File: src/rtl/sbfd_pkg.sv
// ----------------------------------------------------------------------------
// sbfd_pkg
// Shared constants and types of the SBUS frame decoder.
// ----------------------------------------------------------------------------
package sbfd_pkg;

  localparam logic [7:0] START_BYTE   = 8'h0f;
  localparam int         FRAME_BYTES  = 25;
  localparam int         STORED_BYTES = FRAME_BYTES - 2;
  localparam int         FRAME_W      = STORED_BYTES * 8;
  localparam int         POS_W        = 5;
  localparam int         CH_W         = 11;
  localparam int         IDX_W        = 4;
  localparam int         CH_BASE_W    = 8;
  localparam int         FLAG_LSB     = (STORED_BYTES - 1) * 8;
  localparam int         NUM_CHANNELS = 16;
  localparam int         QUEUE_DEPTH  = 2;

  localparam int         CFG_IDX_W    = 4;
  localparam int         CFG_DATA_W   = CH_W;

  localparam logic [CFG_IDX_W-1:0] CFG_MODE_THRESHOLD = CFG_IDX_W'(0);
  localparam logic [CFG_IDX_W-1:0] CFG_MODE_CHANNEL   = CFG_IDX_W'(1);

  localparam logic [CH_W-1:0]  THRESHOLD_RESET = CH_W'(1023);
  localparam logic [IDX_W-1:0] CHANNEL_RESET   = IDX_W'(7);

  typedef logic [FRAME_W-1:0] frame_t;

  typedef struct packed {
    logic   valid;
    frame_t data;
  } frame_push_t;

endpackage

File: src/rtl/sbfd_front.sv
// ----------------------------------------------------------------------------
// sbfd_front
// Finds the start byte, collects the frame body and hands a complete frame
// to the queue when the end byte arrives.
// ----------------------------------------------------------------------------
module sbfd_front (
  input  logic                clk,
  input  logic                rst_n,
  input  logic                in_valid,
  input  logic                in_stall,
  input  logic [7:0]          in_rx_byte,
  output sbfd_pkg::frame_push_t push
);

  localparam logic [sbfd_pkg::POS_W-1:0] END_POS =
    sbfd_pkg::POS_W'(sbfd_pkg::FRAME_BYTES - 1);

  logic                         accept;
  logic                         in_frame_r;
  logic                         in_frame_nxt;
  logic [sbfd_pkg::POS_W-1:0]   pos_r;
  logic [sbfd_pkg::POS_W-1:0]   pos_nxt;
  sbfd_pkg::frame_t             frame_r;

  assign accept = in_valid && !in_stall;

  always_comb begin
    in_frame_nxt = in_frame_r;
    pos_nxt      = pos_r;
    if (accept) begin
      if (!in_frame_r) begin
        if (in_rx_byte == sbfd_pkg::START_BYTE) begin
          in_frame_nxt = 1'b1;
          pos_nxt      = sbfd_pkg::POS_W'(1);
        end
      end else if (pos_r != END_POS) begin
        pos_nxt = pos_r + sbfd_pkg::POS_W'(1);
      end else begin
        in_frame_nxt = 1'b0;
        pos_nxt      = '0;
      end
    end
  end

  always_ff @(posedge clk) begin
    if (!rst_n) begin
      in_frame_r <= 1'b0;
      pos_r      <= '0;
    end else begin
      in_frame_r <= in_frame_nxt;
      pos_r      <= pos_nxt;
    end
  end

  // Body bytes shift in from the top so that frame byte 1 ends at the bottom.
  always_ff @(posedge clk) begin
    if (accept && in_frame_r && pos_r != END_POS) begin
      frame_r <= {in_rx_byte, frame_r[sbfd_pkg::FRAME_W-1:8]};
    end
  end

  assign push.valid = accept && in_frame_r && (pos_r == END_POS);
  assign push.data  = frame_r;

endmodule

File: src/rtl/sbfd_queue.sv
// ----------------------------------------------------------------------------
// sbfd_queue
// Short queue of complete frames between the front and the back.
// ----------------------------------------------------------------------------
module sbfd_queue (
  input  logic                  clk,
  input  logic                  rst_n,
  input  sbfd_pkg::frame_push_t push,
  output logic                  full,
  input  logic                  pop,
  output logic                  head_valid,
  output sbfd_pkg::frame_t      head_data
);

  localparam int PTR_W = (sbfd_pkg::QUEUE_DEPTH > 1) ? $clog2(sbfd_pkg::QUEUE_DEPTH) : 1;
  localparam int CNT_W = $clog2(sbfd_pkg::QUEUE_DEPTH + 1);

  sbfd_pkg::frame_t  entry_r [sbfd_pkg::QUEUE_DEPTH];
  logic [PTR_W-1:0]  wr_ptr_r;
  logic [PTR_W-1:0]  rd_ptr_r;
  logic [CNT_W-1:0]  count_r;
  logic              do_push;
  logic              do_pop;

  assign full       = (count_r == CNT_W'(sbfd_pkg::QUEUE_DEPTH));
  assign head_valid = (count_r != '0);
  assign head_data  = entry_r[rd_ptr_r];
  assign do_push    = push.valid && !full;
  assign do_pop     = pop && head_valid;

  always_ff @(posedge clk) begin
    if (do_push) begin
      entry_r[wr_ptr_r] <= push.data;
    end
  end

  always_ff @(posedge clk) begin
    if (!rst_n) begin
      wr_ptr_r <= '0;
      rd_ptr_r <= '0;
      count_r  <= '0;
    end else begin
      if (do_push) begin
        wr_ptr_r <= (wr_ptr_r == PTR_W'(sbfd_pkg::QUEUE_DEPTH - 1)) ? '0
                                                                     : wr_ptr_r + PTR_W'(1);
      end
      if (do_pop) begin
        rd_ptr_r <= (rd_ptr_r == PTR_W'(sbfd_pkg::QUEUE_DEPTH - 1)) ? '0
                                                                     : rd_ptr_r + PTR_W'(1);
      end
      if (do_push && !do_pop) begin
        count_r <= count_r + CNT_W'(1);
      end else if (do_pop && !do_push) begin
        count_r <= count_r - CNT_W'(1);
      end
    end
  end

endmodule

File: src/rtl/sbfd_back.sv
// ----------------------------------------------------------------------------
// sbfd_back
// Takes one frame at a time from the queue, decides the mode, toggles the
// frame parity and sends one channel result per cycle while out_stall is low.
// ----------------------------------------------------------------------------
module sbfd_back #(
  parameter int NUM_CHANNELS = sbfd_pkg::NUM_CHANNELS
) (
  input  logic                             clk,
  input  logic                             rst_n,
  input  logic                             cfg_we,
  input  logic [sbfd_pkg::CFG_IDX_W-1:0]   cfg_index,
  input  logic [sbfd_pkg::CFG_DATA_W-1:0]  cfg_wdata,
  input  logic                             head_valid,
  input  sbfd_pkg::frame_t                 head_data,
  output logic                             pop,
  output logic                             out_valid,
  input  logic                             out_stall,
  output logic [sbfd_pkg::IDX_W-1:0]       out_channel_index,
  output logic [sbfd_pkg::CH_W-1:0]        out_channel_value,
  output logic                             out_digital_one,
  output logic                             out_digital_two,
  output logic                             out_frame_lost,
  output logic                             out_failsafe,
  output logic [7:0]                       out_flag_byte,
  output logic                             out_auto_mode,
  output logic                             out_frame_parity,
  output logic                             out_last_of_frame
);

  localparam logic [sbfd_pkg::IDX_W-1:0] LAST_IDX = sbfd_pkg::IDX_W'(NUM_CHANNELS - 1);

  logic [sbfd_pkg::CH_W-1:0]       threshold_r;
  logic [sbfd_pkg::IDX_W-1:0]      sel_channel_r;
  sbfd_pkg::frame_t                frm_r;
  logic                            busy_r;
  logic [sbfd_pkg::IDX_W-1:0]      cnt_r;
  logic                            mode_r;
  logic                            parity_r;
  logic                            out_valid_r;
  logic [sbfd_pkg::IDX_W-1:0]      out_idx_r;
  logic [sbfd_pkg::CH_W-1:0]       out_value_r;
  logic [7:0]                      out_flags_r;
  logic                            out_mode_r;
  logic                            out_parity_r;
  logic                            out_last_r;
  logic                            slot_free;
  logic                            emit;
  logic [sbfd_pkg::CH_BASE_W-1:0]  sel_base;
  logic [sbfd_pkg::CH_BASE_W-1:0]  cnt_base;
  logic [sbfd_pkg::CH_W-1:0]       sel_value;

  always_ff @(posedge clk) begin
    if (!rst_n) begin
      threshold_r   <= sbfd_pkg::THRESHOLD_RESET;
      sel_channel_r <= sbfd_pkg::CHANNEL_RESET;
    end else if (cfg_we) begin
      if (cfg_index == sbfd_pkg::CFG_MODE_THRESHOLD) begin
        threshold_r <= cfg_wdata;
      end else if (cfg_index == sbfd_pkg::CFG_MODE_CHANNEL) begin
        sel_channel_r <= cfg_wdata[sbfd_pkg::IDX_W-1:0];
      end
    end
  end

  assign slot_free = !out_valid_r || !out_stall;
  assign pop       = !busy_r && head_valid;
  assign emit      = busy_r && slot_free;

  assign sel_base  = sbfd_pkg::CH_BASE_W'(sel_channel_r) *
                     sbfd_pkg::CH_BASE_W'(sbfd_pkg::CH_W);
  assign cnt_base  = sbfd_pkg::CH_BASE_W'(cnt_r) * sbfd_pkg::CH_BASE_W'(sbfd_pkg::CH_W);
  assign sel_value = head_data[sel_base +: sbfd_pkg::CH_W];

  always_ff @(posedge clk) begin
    if (!rst_n) begin
      busy_r      <= 1'b0;
      cnt_r       <= '0;
      mode_r      <= 1'b0;
      parity_r    <= 1'b0;
      out_valid_r <= 1'b0;
    end else begin
      if (pop) begin
        busy_r   <= 1'b1;
        cnt_r    <= '0;
        mode_r   <= (sel_value >= threshold_r);
        parity_r <= ~parity_r;
      end else if (emit) begin
        if (cnt_r == LAST_IDX) begin
          busy_r <= 1'b0;
        end else begin
          cnt_r <= cnt_r + sbfd_pkg::IDX_W'(1);
        end
      end
      if (emit) begin
        out_valid_r <= 1'b1;
      end else if (slot_free) begin
        out_valid_r <= 1'b0;
      end
    end
  end

  always_ff @(posedge clk) begin
    if (!pop && emit) begin
      frm_r        <= frm_r;
      out_idx_r    <= cnt_r;
      out_value_r  <= frm_r[cnt_base +: sbfd_pkg::CH_W];
      out_flags_r  <= frm_r[sbfd_pkg::FLAG_LSB +: 8];
      out_mode_r   <= mode_r;
      out_parity_r <= parity_r;
      out_last_r   <= (cnt_r == LAST_IDX);
    end else if (pop) begin
      frm_r <= head_data;
    end
  end

  assign out_valid         = out_valid_r;
  assign out_channel_index = out_idx_r;
  assign out_channel_value = out_value_r;
  assign out_digital_one   = out_flags_r[0];
  assign out_digital_two   = out_flags_r[1];
  assign out_frame_lost    = out_flags_r[2];
  assign out_failsafe      = out_flags_r[3];
  assign out_flag_byte     = out_flags_r;
  assign out_auto_mode     = out_mode_r;
  assign out_frame_parity  = out_parity_r;
  assign out_last_of_frame = out_last_r;

endmodule

File: src/rtl/sbus_frame_decoder.sv
// ----------------------------------------------------------------------------
// sbus_frame_decoder
// SBUS frame decoder for sixteen proportional channels.
//
// Received bytes come in on the in_ channel, one per transfer. A 0x0f byte
// while idle opens a frame; the 24 bytes after it complete it. The end
// byte's value is not checked. The input takes one byte per cycle; in_stall
// rises only while two decoded frames wait in the frame queue.
// Each complete frame gives NUM_CHANNELS results on the out_ channel,
// channel 0 first, with out_last_of_frame on the final one. Each frame is
// queued, then loaded into the back's frame register, and its results are
// registered, one per cycle, as the emit stage's channel counter steps.
// While out_stall is high the shown result holds; the queue and the byte
// collector keep running until the queue fills.
// The cfg_ port writes mode_threshold (index 0) and mode_channel (index 1);
// write only while no frame is in flight. Reset clears the frame state, mode
// and parity, drops all queued frames and restores the register defaults.
// ----------------------------------------------------------------------------
module sbus_frame_decoder #(
  parameter int NUM_CHANNELS = sbfd_pkg::NUM_CHANNELS
) (
  input  logic                             clk,
  input  logic                             rst_n,
  input  logic                             in_valid,
  output logic                             in_stall,
  input  logic [7:0]                       in_rx_byte,
  output logic                             out_valid,
  input  logic                             out_stall,
  output logic [sbfd_pkg::IDX_W-1:0]       out_channel_index,
  output logic [sbfd_pkg::CH_W-1:0]        out_channel_value,
  output logic                             out_digital_one,
  output logic                             out_digital_two,
  output logic                             out_frame_lost,
  output logic                             out_failsafe,
  output logic [7:0]                       out_flag_byte,
  output logic                             out_auto_mode,
  output logic                             out_frame_parity,
  output logic                             out_last_of_frame,
  input  logic                             cfg_we,
  input  logic [sbfd_pkg::CFG_IDX_W-1:0]   cfg_index,
  input  logic [sbfd_pkg::CFG_DATA_W-1:0]  cfg_wdata
);

  sbfd_pkg::frame_push_t push;
  logic                  q_full;
  logic                  q_pop;
  logic                  q_valid;
  sbfd_pkg::frame_t      q_data;

  assign in_stall = q_full;

  sbfd_front u_front (
    .clk        (clk),
    .rst_n      (rst_n),
    .in_valid   (in_valid),
    .in_stall   (in_stall),
    .in_rx_byte (in_rx_byte),
    .push       (push)
  );

  sbfd_queue u_queue (
    .clk        (clk),
    .rst_n      (rst_n),
    .push       (push),
    .full       (q_full),
    .pop        (q_pop),
    .head_valid (q_valid),
    .head_data  (q_data)
  );

  sbfd_back #(
    .NUM_CHANNELS (NUM_CHANNELS)
  ) u_back (
    .clk               (clk),
    .rst_n             (rst_n),
    .cfg_we            (cfg_we),
    .cfg_index         (cfg_index),
    .cfg_wdata         (cfg_wdata),
    .head_valid        (q_valid),
    .head_data         (q_data),
    .pop               (q_pop),
    .out_valid         (out_valid),
    .out_stall         (out_stall),
    .out_channel_index (out_channel_index),
    .out_channel_value (out_channel_value),
    .out_digital_one   (out_digital_one),
    .out_digital_two   (out_digital_two),
    .out_frame_lost    (out_frame_lost),
    .out_failsafe      (out_failsafe),
    .out_flag_byte     (out_flag_byte),
    .out_auto_mode     (out_auto_mode),
    .out_frame_parity  (out_frame_parity),
    .out_last_of_frame (out_last_of_frame)
  );

endmodule
File: config.mk
export PLATFORM = sky130hd
export DESIGN_NAME = sbus_frame_decoder
export DESIGN_NICKNAME = d
export VERILOG_FILES = /design/src/rtl/sbfd_pkg.sv /design/src/rtl/sbfd_front.sv /design/src/rtl/sbfd_queue.sv /design/src/rtl/sbfd_back.sv /design/src/rtl/sbus_frame_decoder.sv
export SDC_FILE = /design/constraint.sdc
export NUM_CORES = 1
export LEC_CHECK = 0
export BUFFER_PORTS_ARGS = -buffer_cell sky130_fd_sc_hd__clkbuf_2
export CORE_ASPECT_RATIO = 1.75
export CORE_MARGIN = 10
export CORE_UTILIZATION = 66
export DETAILED_ROUTE_END_ITERATION = 10
export GPL_TIMING_DRIVEN = 0
export PLACE_DENSITY = 0.93
export RECOVER_POWER = 25
export REMOVE_ABC_BUFFERS = 1
export SLEW_MARGIN = 15
export SYNTH_ARGS = -nofsm -noshare
export SYNTH_HDL_FRONTEND = slang
export SYNTH_SLANG_ARGS = --single-unit
File: constraint.sdc
create_clock -name clk -period 13.7 [get_ports clk]
set_input_delay 0.685 -clock clk [delete_from_list [all_inputs] [get_ports clk]]
set_output_delay 0.685 -clock clk [all_outputs]
set_load 0.02 [all_outputs]
==> metrics.cfg <==
[outcome]
outcome=finished, final reports clean

[detailed_routing]
ant_nets=0
drt-initial-drc-count=1945
route.detailed.drc=0
wl_per_cell_um=33.4
vias=15200
wl_mm=72.0
drt-vias-per-instance=7.05
dr.pass1.iters=7

[global_route]
grt_use_met3_pct=4.56
grt_util_met1_pct=30.0
grt_pass1_wl_mm=106
grt_start_max_net_pins=109
grtUsageMet2_pct=45.4
grt_pass1_vias=15800
busiest_layer=met2
grt-ovfl-total=0
grt_usage_pct=26.3
antenna_found_initial=0

[sta]
final.setup.tns_ps=0
rsz0062_at_grt=false
worstMarginPinSlew_ps=1340
final.period_utilization_pct=40.2
finalClockSkew_ps=30.2
hold_viol_final=0
fin_crit_ps=5510
slew_headroom_pct=10.6
fmax_ghz=0.181
setup_viol=0
drv_slew=0
whs_ps=284

[synth]
synth_top_family_by_area=multiplexers
ys_types=49
ys_warn_count=0
ys_seq_area_share_pct=79.8
muxShareOfSynthArea_pct=13.0
synth_xor_area_share_pct=0.237
synth_compound_area_share_pct=2.07
ys_seq_elements=796
synth_edf_count=762
synthArstFlopShare_pct=0
synth.cell_area_um2=29500
synthCells=1449
synthAdderAreaFrac_pct=0.636
synthSimpleGateAreaFrac_pct=2.82
synth.avg_cell_area_um2=20.4
synthFlopType=edfxtp_1

[clock_network]
cts_resized=0
cts-htree-levels=2
clk_pin_slew_worst_paths_ps=80
tritoncts=yes
cts.path.max_buffers=3
clock_sinks=796
cts.root.buffer_cell=clkbuf_16
cts_hold_buf=0
post_cts_buffers=0
cts_made_buffers=60
clock_latency_ps=630

[job]
drv_cap=0

[die]
core.rowCount=102
dieWidth_um=180
die_area_um2=53900
core_area_um2=44300
die_h_um=300
pin_count=60
start_util_pct=66.6

[cells_and_area]
layout.nets=1579
insertedDiodeCount=0
layout_common_cells=edfxtp_1, mux2_2, clkbuf_16
drive_gt1_share_pct=25.9
final_common_cell=edfxtp_1
syn2layout_area_growth_pct=11.1
finalInstanceArea_um2=32800

[critical_path]
crit_path_max_fanout=25
critPathLaunchType=flop
crit_chain=clkinv_1 > nand2b_1 > o32ai_1 > or4_1 > ha_1 > nand2_1 > nor2_1 > a2111oi_0 > a21oi_1
endpoint_kind=flop
critPathKind=reg2reg
crit_arrival_ps=6010
path_buf_inv=1
required_ps=14200
path_delay_family=simple AND/OR/NAND/NOR gates
slowest_stage=clkinv_1
slowest_delay_ps=1260

[power]
powerDensity_nw_per_um2=175
p_leak_uw=0.0107
peakVddDrop_mv=0.292

[place]
place.gp.congestion=0.855
hpwl_mm=43.3
io_buffers=59
place_area_um2=30900

[min_path]
hold_class=in2reg

where the power goes:
group          switching, uW  internal (uW)  leakage, uW
Clock                    832            892     0.000914
Combinational            500            360      0.00262
Sequential               135           3010      0.00719
Total                   1470           4260       0.0107
worst register-to-register path: cells and delay by family, from the launching register on:
kind	cells	cell delay, ps
AO/OA/AOI/OAI	3	700
buffers and inverters	1	1270
adder cells (fa/ha/maj)	1	370
AND/OR/NAND/NOR	4	1930
flip-flops	1	1100
layout make-up:
cell class | count | area [um2]
inverter | 17 | 71.3
timing repair buffer | 88 | 971
multi-input combinational | 573 | 5590
clock buffer | 70 | 1560
fill | 2075 | 11500
sequential | 796 | 23600
tap | 572 | 716
clock inverter | 42 | 309
cells in the mapped netlist (all sizes together), types with 2 or more instances:
master  count  share of area (%)
nand4       7               0.15
clkbuf     24               0.31
nand2b     10               0.21
o211ai      9               0.23
o22a        6               0.18
buf        39               0.81
inv        16               0.20
o31ai       6               0.15
a21boi      4               0.10
or3         3              0.064
o32ai       6               0.18
nor4        8               0.17
mux4       56                4.3
nor2b       2              0.042
xor2        2              0.059
o21a        2              0.051
nand3      22               0.37
o22ai      31               0.66
and4b       2              0.068
and3        3              0.064
mux2i      49                1.7
nand3b      2              0.051
mux2      185                7.1
or2         3              0.064
dfxtp      34                2.3
edfxtp    762                 78
or4         4               0.10
xnor2       6               0.18
a21oi       9               0.15
a211oi      7               0.18
o21ai       6               0.10
ha         15               0.64
nand2      51               0.65
and2        6               0.13
nor2       35               0.45
nor3       11               0.19
stage by stage:
step | total power, uW | worst slack [ps] | utilization, % | cells
6_report | 5730 | 8190 | 74.0 | 2158
5_1_grt | 5870 | 8310 | 74.0 | 2158
4_1_cts | 5720 | 8440 | 74.1 | 2158
3_5_place_dp | 4010 | 8590 | 69.8 | 2046
3_3_place_gp | 4010 | -442 | 68.2 | 2017
2_1_floorplan | 3740 | 4410 | - | 1386
sequential cells by signal, summed over array words and instances, names as in the netlist, 2 cells and up, named ones only:
| name | count |
|---|---|
| u_back.out_channel_index | 4 |
| u_front.frame_r | 184 |
| u_back.out_channel_value | 11 |
| u_back.cnt_r | 4 |
| u_back.sel_channel_r | 4 |
| u_front.pos_r | 5 |
| u_back.frm_r | 184 |
| u_queue.entry_r | 368 |
| u_back.out_flag_byte | 8 |
| u_queue.count_r | 2 |
| u_back.threshold_r | 11 |
worst paths after layout:
kind	start	to	slack (ps)	cells past startpoint
max	u_back.sel_channel_r[1]$_SDFFE_PN1P_	u_back.mode_r$_SDFFE_PN0P_	8190	9
min	cfg_wdata[9]	u_back.threshold_r[9]$_SDFFE_PN1P_	280	3
max reg2reg	u_back.sel_channel_r[1]$_SDFFE_PN1P_	u_back.mode_r$_SDFFE_PN0P_	8190	9
min reg2reg	u_back.frm_r[183]$_DFFE_PP_	u_back.out_flag_byte[7]$_DFFE_PP_	440	0
cell families (layout without fill, tap and decap cells):
logic type / count (synthesis) / count (layout)
simple gates: 171 / 171
buf+inv: 80 / 217
flops: 796 / 796
xor+xnor: 8 / 8
compound gates: 89 / 89
mux: 290 / 290
fa+ha+maj: 15 / 15
per-layer routing:
| metal | vias to the layer above | routed length (um) |
|---|---|---|
| met1 | 7588 | 23200 |
| met2 | 1320 | 37100 |
| met3 | 330 | 6450 |
| li1 | 5975 | - |
| met5 | - | 0 |
| met4 | 0 | 5330 |
Note: power is estimated with default switching activity, not from simulation.
